===== src/ceq_pkg.sv =====
// shared constants, codes and the entry type of the coalescing event queue
`default_nettype none

package ceq_pkg;

  localparam int DEPTH_DEF = 64;

  localparam int KIND_W   = 8;
  localparam int WIN_W    = 16;
  localparam int PAY_W    = 32;
  localparam int ENTRY_W  = KIND_W + WIN_W + PAY_W;

  localparam int IN_DATA_W  = 56;
  localparam int IN_USER_W  = 1;
  localparam int OUT_DATA_W = 64;
  localparam int OUT_USER_W = 3;
  localparam int FILL_W     = 7;
  localparam int FILL_LSB   = ENTRY_W;

  localparam int CFG_IDX_W  = 1;
  localparam int CFG_DATA_W = 8;

  localparam logic [CFG_IDX_W-1:0] REG_LOW_A = 1'd0;
  localparam logic [CFG_IDX_W-1:0] REG_LOW_B = 1'd1;

  localparam logic [KIND_W-1:0] LOW_A_RST = 8'd0;
  localparam logic [KIND_W-1:0] LOW_B_RST = 8'd1;

  localparam logic ACT_ENQ = 1'b0;
  localparam logic ACT_DEQ = 1'b1;

  localparam logic [OUT_USER_W-1:0] STS_STORED  = 3'd0;
  localparam logic [OUT_USER_W-1:0] STS_COAL    = 3'd1;
  localparam logic [OUT_USER_W-1:0] STS_LOWDROP = 3'd2;
  localparam logic [OUT_USER_W-1:0] STS_OLDDROP = 3'd3;
  localparam logic [OUT_USER_W-1:0] STS_DEQ     = 3'd4;
  localparam logic [OUT_USER_W-1:0] STS_EMPTY   = 3'd5;

  // kind sits in the low bits, as on the stream
  typedef struct packed {
    logic [PAY_W-1:0]  payload;
    logic [WIN_W-1:0]  window;
    logic [KIND_W-1:0] kind;
  } entry_t;

endpackage

`default_nettype wire


===== src/ceq_ram.sv =====
// entry store: one write port, one read port with registered read data
`default_nettype none

module ceq_ram #(
  parameter int Depth = ceq_pkg::DEPTH_DEF,
  parameter int Width = ceq_pkg::ENTRY_W,
  localparam int AddrW = $clog2(Depth)
) (
  input  wire logic             clk,
  input  wire logic             we,
  input  wire logic [AddrW-1:0] waddr,
  input  wire logic [Width-1:0] wdata,
  input  wire logic [AddrW-1:0] raddr,
  output logic      [Width-1:0] rdata
);

  logic [Width-1:0] mem [Depth];

  always_ff @(posedge clk) begin
    if (we) begin
      mem[waddr] <= wdata;
    end
  end

  always_ff @(posedge clk) begin
    rdata <= mem[raddr];
  end

endmodule

`default_nettype wire


===== src/coalescing_event_queue_top.sv =====
// coalescing event queue: sequencer, pointers, config registers and result register
//
//  channel | dir | handshake             | contents
//  in_     | in  | in_tvalid/in_tready   | tdata kind/window/payload, tuser action
//  out_    | out | out_tvalid/out_tready | tdata kind/window/payload/fill, tuser status
//  cfg_    | in  | cfg_we                | cfg_addr register index, cfg_wdata value
//
// one transaction at a time: a dequeue goes through DEQ_RD to EMIT, an empty dequeue straight to EMIT,
//   a plain store through PLACE, a coalescing check through COAL, then to EMIT or to PLACE
// full queue: scan and shift go through the entries one after the other
//   because both go through the single read and write port of the entry store
// a finished result sits in the output register while the next transaction enters
// reset clears pointers, count and config; the entry store is not cleared
`default_nettype none

module coalescing_event_queue_top #(
  parameter int QUEUE_DEPTH = ceq_pkg::DEPTH_DEF
) (
  input  wire logic                            clk,
  input  wire logic                            rst_n,
  input  wire logic                            in_tvalid,
  output logic                                 in_tready,
  input  wire logic [ceq_pkg::IN_DATA_W-1:0]   in_tdata,   // kind, window, payload
  input  wire logic [ceq_pkg::IN_USER_W-1:0]   in_tuser,   // action
  output logic                                 out_tvalid,
  input  wire logic                            out_tready,
  output logic      [ceq_pkg::OUT_DATA_W-1:0]  out_tdata,  // kind, window, payload, fill_level
  output logic      [ceq_pkg::OUT_USER_W-1:0]  out_tuser,  // status
  input  wire logic                            cfg_we,
  input  wire logic [ceq_pkg::CFG_IDX_W-1:0]   cfg_addr,
  input  wire logic [ceq_pkg::CFG_DATA_W-1:0]  cfg_wdata
);

  localparam int PW = $clog2(QUEUE_DEPTH);
  localparam int CW = $clog2(QUEUE_DEPTH + 1);
  localparam int SW = CW + 1;
  localparam logic [PW-1:0] PTR_MAX = PW'(QUEUE_DEPTH - 1);
  localparam logic [CW-1:0] DEPTH_C = CW'(QUEUE_DEPTH);
  localparam logic [SW-1:0] DEPTH_S = SW'(QUEUE_DEPTH);
  localparam int FILL_HI = ceq_pkg::FILL_LSB + ceq_pkg::FILL_W - 1;
  localparam int PAD_W = ceq_pkg::OUT_DATA_W - ceq_pkg::ENTRY_W - ceq_pkg::FILL_W;

  localparam logic [2:0] S_IDLE   = 3'd0;
  localparam logic [2:0] S_DEQ_RD = 3'd1;
  localparam logic [2:0] S_COAL   = 3'd2;
  localparam logic [2:0] S_PLACE  = 3'd3;
  localparam logic [2:0] S_SCAN   = 3'd4;
  localparam logic [2:0] S_SHIFT  = 3'd5;
  localparam logic [2:0] S_FINAL  = 3'd6;
  localparam logic [2:0] S_EMIT   = 3'd7;

  logic [2:0]    state_r, state_nxt;
  logic [PW-1:0] head_r, head_nxt;
  logic [PW-1:0] tail_r, tail_nxt;
  logic [CW-1:0] count_r, count_nxt;
  logic [CW-1:0] off_r, off_nxt;
  logic [ceq_pkg::KIND_W-1:0] low_a_r, low_b_r;

  ceq_pkg::entry_t item_r, item_nxt;
  ceq_pkg::entry_t res_data_r, res_data_nxt;
  logic [ceq_pkg::OUT_USER_W-1:0] res_status_r, res_status_nxt;

  logic out_valid_r, out_valid_nxt;
  logic [ceq_pkg::OUT_DATA_W-1:0] out_data_r, out_data_nxt;
  logic [ceq_pkg::OUT_USER_W-1:0] out_user_r, out_user_nxt;

  logic                        mem_we;
  logic [PW-1:0]               mem_waddr;
  ceq_pkg::entry_t             mem_wdata;
  logic [PW-1:0]               mem_raddr;
  logic [ceq_pkg::ENTRY_W-1:0] rd_raw;
  ceq_pkg::entry_t             rd_ent;

  logic [CW-1:0] rd_off;
  logic          rd_tail;
  logic [PW-1:0] head_inc, tail_inc, tail_m1;
  logic [CW-1:0] cnt_last, off_inc;
  logic [CW+ceq_pkg::FILL_W-1:0] cnt_ext;
  ceq_pkg::entry_t in_ev;
  logic          in_act;

  function automatic logic [PW-1:0] wrap_add(input logic [PW-1:0] base,
                                             input logic [CW-1:0] off);
    logic [SW-1:0] s;
    s = SW'(base) + SW'(off);
    if (s >= DEPTH_S) s = s - DEPTH_S;
    return s[PW-1:0];
  endfunction

  function automatic logic is_low(input logic [ceq_pkg::KIND_W-1:0] k);
    return (k == low_a_r) || (k == low_b_r);
  endfunction

  assign in_ev    = ceq_pkg::entry_t'(in_tdata);
  assign in_act   = in_tuser[0];
  assign rd_ent   = ceq_pkg::entry_t'(rd_raw);
  assign head_inc = (head_r == PTR_MAX) ? '0 : head_r + PW'(1);
  assign tail_inc = (tail_r == PTR_MAX) ? '0 : tail_r + PW'(1);
  assign tail_m1  = (tail_r == '0) ? PTR_MAX : tail_r - PW'(1);
  assign cnt_last = count_r - CW'(1);
  assign off_inc  = off_r + CW'(1);
  assign cnt_ext  = (CW + ceq_pkg::FILL_W)'(count_r);

  assign in_tready  = (state_r == S_IDLE);
  assign out_tvalid = out_valid_r;
  assign out_tdata  = out_data_r;
  assign out_tuser  = out_user_r;

  assign mem_raddr = rd_tail ? tail_m1 : wrap_add(head_r, rd_off);

  always_comb begin
    state_nxt      = state_r;
    head_nxt       = head_r;
    tail_nxt       = tail_r;
    count_nxt      = count_r;
    off_nxt        = off_r;
    item_nxt       = item_r;
    res_data_nxt   = res_data_r;
    res_status_nxt = res_status_r;
    out_valid_nxt  = out_valid_r && !out_tready;
    out_data_nxt   = out_data_r;
    out_user_nxt   = out_user_r;
    mem_we         = 1'b0;
    mem_waddr      = tail_r;
    mem_wdata      = item_r;
    rd_off         = '0;
    rd_tail        = 1'b0;

    case (state_r)
      S_IDLE: begin
        if (in_tvalid) begin
          item_nxt     = in_ev;
          res_data_nxt = '0;
          if (in_act == ceq_pkg::ACT_DEQ) begin
            if (count_r == '0) begin
              res_status_nxt = ceq_pkg::STS_EMPTY;
              state_nxt      = S_EMIT;
            end else begin
              state_nxt = S_DEQ_RD;
            end
          end else if (count_r != '0 && is_low(in_ev.kind)) begin
            rd_tail   = 1'b1;
            state_nxt = S_COAL;
          end else begin
            state_nxt = S_PLACE;
          end
        end
      end
      S_DEQ_RD: begin
        res_data_nxt   = rd_ent;
        res_status_nxt = ceq_pkg::STS_DEQ;
        head_nxt       = head_inc;
        count_nxt      = cnt_last;
        state_nxt      = S_EMIT;
      end
      S_COAL: begin
        if (rd_ent.kind == item_r.kind && rd_ent.window == item_r.window) begin
          mem_we         = 1'b1;
          mem_waddr      = tail_m1;
          res_status_nxt = ceq_pkg::STS_COAL;
          state_nxt      = S_EMIT;
        end else begin
          state_nxt = S_PLACE;
        end
      end
      S_PLACE: begin
        if (count_r != DEPTH_C) begin
          mem_we         = 1'b1;
          tail_nxt       = tail_inc;
          count_nxt      = count_r + CW'(1);
          res_status_nxt = ceq_pkg::STS_STORED;
          state_nxt      = S_EMIT;
        end else begin
          // full: start scanning from the head
          off_nxt   = '0;
          state_nxt = S_SCAN;
        end
      end
      S_SCAN: begin
        // rd_ent holds entry off_r, the read of off_r+1 goes out now
        rd_off = off_inc;
        if (is_low(rd_ent.kind)) begin
          state_nxt = (off_r == cnt_last) ? S_FINAL : S_SHIFT;
        end else if (off_r == cnt_last) begin
          // no low-priority entry: overwrite the oldest
          mem_we         = 1'b1;
          head_nxt       = head_inc;
          tail_nxt       = tail_inc;
          res_status_nxt = ceq_pkg::STS_OLDDROP;
          state_nxt      = S_EMIT;
        end else begin
          off_nxt = off_inc;
        end
      end
      S_SHIFT: begin
        // rd_ent holds entry off_r+1, moved one place toward the head
        rd_off    = off_r + CW'(2);
        mem_we    = 1'b1;
        mem_waddr = wrap_add(head_r, off_r);
        mem_wdata = rd_ent;
        off_nxt   = off_inc;
        if (off_inc == cnt_last) begin
          state_nxt = S_FINAL;
        end
      end
      S_FINAL: begin
        mem_we         = 1'b1;
        mem_waddr      = tail_m1;
        res_status_nxt = ceq_pkg::STS_LOWDROP;
        state_nxt      = S_EMIT;
      end
      S_EMIT: begin
        if (!out_valid_r || out_tready) begin
          out_valid_nxt = 1'b1;
          out_data_nxt  = {{PAD_W{1'b0}}, cnt_ext[ceq_pkg::FILL_W-1:0], res_data_r};
          out_user_nxt  = res_status_r;
          state_nxt     = S_IDLE;
        end
      end
      default: begin
        state_nxt = S_IDLE;
      end
    endcase
  end

  always_ff @(posedge clk) begin
    if (!rst_n) begin
      state_r     <= S_IDLE;
      head_r      <= '0;
      tail_r      <= '0;
      count_r     <= '0;
      off_r       <= '0;
      out_valid_r <= 1'b0;
      low_a_r     <= ceq_pkg::LOW_A_RST;
      low_b_r     <= ceq_pkg::LOW_B_RST;
    end else begin
      state_r     <= state_nxt;
      head_r      <= head_nxt;
      tail_r      <= tail_nxt;
      count_r     <= count_nxt;
      off_r       <= off_nxt;
      out_valid_r <= out_valid_nxt;
      if (cfg_we) begin
        case (cfg_addr)
          ceq_pkg::REG_LOW_A: low_a_r <= cfg_wdata;
          ceq_pkg::REG_LOW_B: low_b_r <= cfg_wdata;
          default: ;
        endcase
      end
    end
  end

  always_ff @(posedge clk) begin
    item_r       <= item_nxt;
    res_data_r   <= res_data_nxt;
    res_status_r <= res_status_nxt;
    out_data_r   <= out_data_nxt;
    out_user_r   <= out_user_nxt;
  end

  ceq_ram #(
    .Depth (QUEUE_DEPTH),
    .Width (ceq_pkg::ENTRY_W)
  ) u_store (
    .clk   (clk),
    .we    (mem_we),
    .waddr (mem_waddr),
    .wdata (mem_wdata),
    .raddr (mem_raddr),
    .rdata (rd_raw)
  );

  a_count_bound: assert property (@(posedge clk) disable iff (!rst_n)
    count_r <= DEPTH_C)
    else $error("entry count above queue depth");

  a_ptr_consistent: assert property (@(posedge clk) disable iff (!rst_n)
    state_r == S_IDLE |-> wrap_add(head_r, count_r) == tail_r)
    else $error("head, tail and count disagree");

  a_busy_after_accept: assert property (@(posedge clk) disable iff (!rst_n)
    (in_tvalid && in_tready) |=> !in_tready)
    else $error("input taken again before the transaction finished");

  a_empty_fill: assert property (@(posedge clk) disable iff (!rst_n)
    (out_valid_r && out_user_r == ceq_pkg::STS_EMPTY) |->
      out_data_r[FILL_HI:ceq_pkg::FILL_LSB] == '0)
    else $error("empty status with nonzero fill level");

  a_coal_fill: assert property (@(posedge clk) disable iff (!rst_n)
    (out_valid_r && out_user_r == ceq_pkg::STS_COAL) |->
      out_data_r[FILL_HI:ceq_pkg::FILL_LSB] != '0)
    else $error("coalesced into an empty queue");

endmodule

`default_nettype wire


===== config.mk =====
export PLATFORM = sky130hd
export DESIGN_NAME = coalescing_event_queue_top
export DESIGN_NICKNAME = d
export VERILOG_FILES = /design/src/ceq_pkg.sv /design/src/ceq_ram.sv /design/src/coalescing_event_queue_top.sv
export SDC_FILE = /design/constraint.sdc
export NUM_CORES = 2
export LEC_CHECK = 0
export ABC_CLOCK_PERIOD_IN_PS = 6000
export BUFFER_PORTS_ARGS = -buffer_cell sky130_fd_sc_hd__clkbuf_2
export CORE_ASPECT_RATIO = 0.9
export CORE_MARGIN = 4
export CORE_UTILIZATION = 30
export CTS_CLUSTER_DIAMETER = 120
export DETAILED_ROUTE_END_ITERATION = 6
export HOLD_SLACK_MARGIN = 0.05
export PLACE_DENSITY = 0.5
export SLEW_MARGIN = 30
export SYNTH_ARGS = -nofsm -noshare
export SYNTH_HDL_FRONTEND = slang
export SYNTH_SLANG_ARGS = --single-unit

===== constraint.sdc =====
create_clock -name clk -period 6 [get_ports clk]
set_input_delay 1.5 -clock clk [delete_from_list [all_inputs] [get_ports clk]]
set_output_delay 1.5 -clock clk [all_outputs]
set_load 0.05 [all_outputs]

==> results.yml <==
die:
  pin_count: 140
  die_h_um: 684.3
  core_area_mm2: 0.5067
  start_util: 0.3008
  die_area_mm2: 0.5196
  die_x_um: 759.4
  fp-row-count: 248
critical_path:
  worstPathRequired_ps: 6650
  critPathCaptureType: "flip-flop"
  arrival_ps: 6290
  start_kind: "flip-flop"
  worstPathMaxFanout: 16
  worstSetupPathType: "reg2reg"
clocking:
  cts_hold_buf: 0
  path_clk_slew_ps: 60
  post_cts_buffers: 0
  cts_root_buffer: "clkbuf_16"
  tritoncts: "yes"
  htreeDepth: 5
  clock-sinks: 3867
  numCtsBuffers: 408
  worstSkewPairLatency_ps: 990
  clock_path_buffers: 4
  ctsResizeCount: 0
synthesis:
  synth_ff_type: "edfxtp_1"
  synth-xor-area-share: 0.005950
  yosysMostFrequentCell: "edfxtp_1"
  synthTopCellsByArea: "edfxtp_1, nand2_1, mux2i_1"
  synth_compound_area_frac: 0.08379
  synth_edf_count: 3765
  synthSimpleGateAreaFrac: 0.08311
  yosysSeqAreaShare: 0.7550
  synthCells: 10110
  synth_mux_area_frac: 0.04818
  yosys.area_share.adder: 0.001822
  synth_common_cells: "edfxtp_1, nand2_1, mux2i_1, a21oi_1, buf_2"
  synth_seq_cells: 3867
  synth_top_family_by_area: "compound AO/OA/AOI/OAI gates"
  syn_nets: 10200
  synthesis.area_mm2: 0.1524
  synthArstFlopShare: 0
  syn_avg_cell_area_um2: 15.08
  synth_top_area_cell: "edfxtp_1"
  yosysWarnings: 0
  yosysUniqueCellTypes: 91
  synth.top_cell.area_share: 0.7416
timing:
  tns_ps: 0
  slew_viol_final: 0
  rsz0062_at_grt: "no"
  skew_ps: 60.56
  relSlewSlack: 0.3246
  setup_violations: 0
  layout_setup_ws_ps: 361.5
  fin_crit_sh: 0.9398
  max_freq_ghz: 0.1774
  hold_viol_final: 0
  fin_crit_ps: 5639
  tightestPinTransition_ps: 1013
drt:
  firstDrtPassIters: 7
  ant_nets: 0
  vias_per_cell: 5.569
  drc_errors: 3
  drt_iter0_drc: 15400
  vias: 98380
  wl_per_cell_um: 32.19
  routed_wl_mm: 568.7
grt:
  grt_usage: 0.2101
  grt-ovfl-total: 0
  grt_pass1_vias: 92160
  grt_max_degree: 81
  grt_first_pass_wirelength_mm: 773.4
  antenna_found_initial: 35
min_path:
  hp-class: "reg2reg"
run_status:
  violations: "DRC"
  status: "finished, violations left"
placement:
  place_ws_ps: 285.2
  routabilityCongestion: 0.8555
  hpwl_mm: 317.8
  port_buffers: 138
cells_and_area:
  nNetsFinal: 10660
  areaGrowthSynthToFinish_pct: 17.94
  drive_gt1_frac: 0.1399
pwr:
  p_leak_nw: 61.58
  ir_drop_v: 0.0003966
  powerDensity_mw_per_mm2: 491.8
run:
  drv_cap: 0
[logic make-up (layout without fill, tap and decap cells)]
logic type                 after synthesis  in the layout
and+or+nand+nor                       2898           2898
muxes                                  720            720
other                                    1              9
buffers and inverters                  713           1510
xor gates and xnor gates               102            102
DFF                                   3867           3867
AOI/OAI and AO/OA                     1790           1790
adders and majority gates               21             21
[placed cells by master, fill, tap and decap left out, drive strengths merged, types with 100 or more instances in the layout]
cell type     n
clkinv      152
edfxtp     3765
mux2i       660
a211oi      231
o221ai      199
nor2        115
buf         599
nand3       180
o22ai       226
a311oi      256
nor3        100
dfxtp       102
and3        301
a21oi       427
clkbuf      693
nand2      1982
[layer usage]
metal,GRT usage,share of wire
met3,0.04453,0.11
met5,0,0.00012
met4,0.06050,0.031
met1,0.3048,0.42
met2,0.3167,0.44
[area by class of cell]
| type | instances | area [µm²] |
|---|---|---|
| Clock inverter | 197 | 1748 |
| Sequential cell | 3867 | 115100 |
| Multi-Input combinational cell | 5532 | 34990 |
| Inverter | 21 | 78.83 |
| Fill cell | 47720 | 326900 |
| Timing Repair Buffer | 737 | 8270 |
| Antenna cell | 8 | 20.02 |
| Tap cell | 6750 | 8446 |
| Clock buffer | 555 | 11140 |
[flip-flops by register name, summed over array words and instances (netlist names), 7 cells and up]
signal and count:
item_r 56, off_r 7, low_b_r 8, low_a_r 8
out_tdata 63, count_r 7, u_store.mem 3584, u_store.rdata 56
res_data_r 56
[where the power goes]
| group | internal, mW | switching [mW] |
|---|---|---|
| sequential | 33.3 | 1.21 |
| clock | 14.0 | 10.6 |
| combinational | 9.63 | 19.6 |
[through the flow]
stage | utilization | cell area (µm²) | std cells | power, mW | hold WS (ps)
finish | 0.3548 | 179800 | 17670 | 88.42 | 408.6
global route | 0.3548 | 179800 | 17660 | 91.73 | 408.5
CTS | 0.3546 | 179700 | 17660 | 88.34 | 403.6
detailed placement | 0.3291 | 166800 | 16910 | 63.80 | 404.5
global placement | 0.3288 | 166600 | 16900 | 63.49 | 402.5
floorplan | - | 152400 | 10110 | 52.01 | 400.3
[path summary, 6_finish.rpt]
kind	from	end	cells after the start	slack, ps
max	u_store.rdata[2]	u_store.mem[38][37]	11	360
min	res_data_r[2]	out_tdata[2]	0	410
min reg2reg	res_data_r[2]	out_tdata[2]	0	410
max reg2reg	u_store.rdata[2]	u_store.mem[38][37]	11	360
[worst max-delay path, stage by stage, from the launching register on]
cell	delay, ps
dfxtp_1	960
xor2_1	140
nor4_1	420
nand4_1	140
nor3_1	450
a22oi_1	390
a222oi_1	580
nor2b_1	330
nand2_1	480
buf_4	340
nor2_4	650
buf_12	280
(Power assumes the default switching activity.)
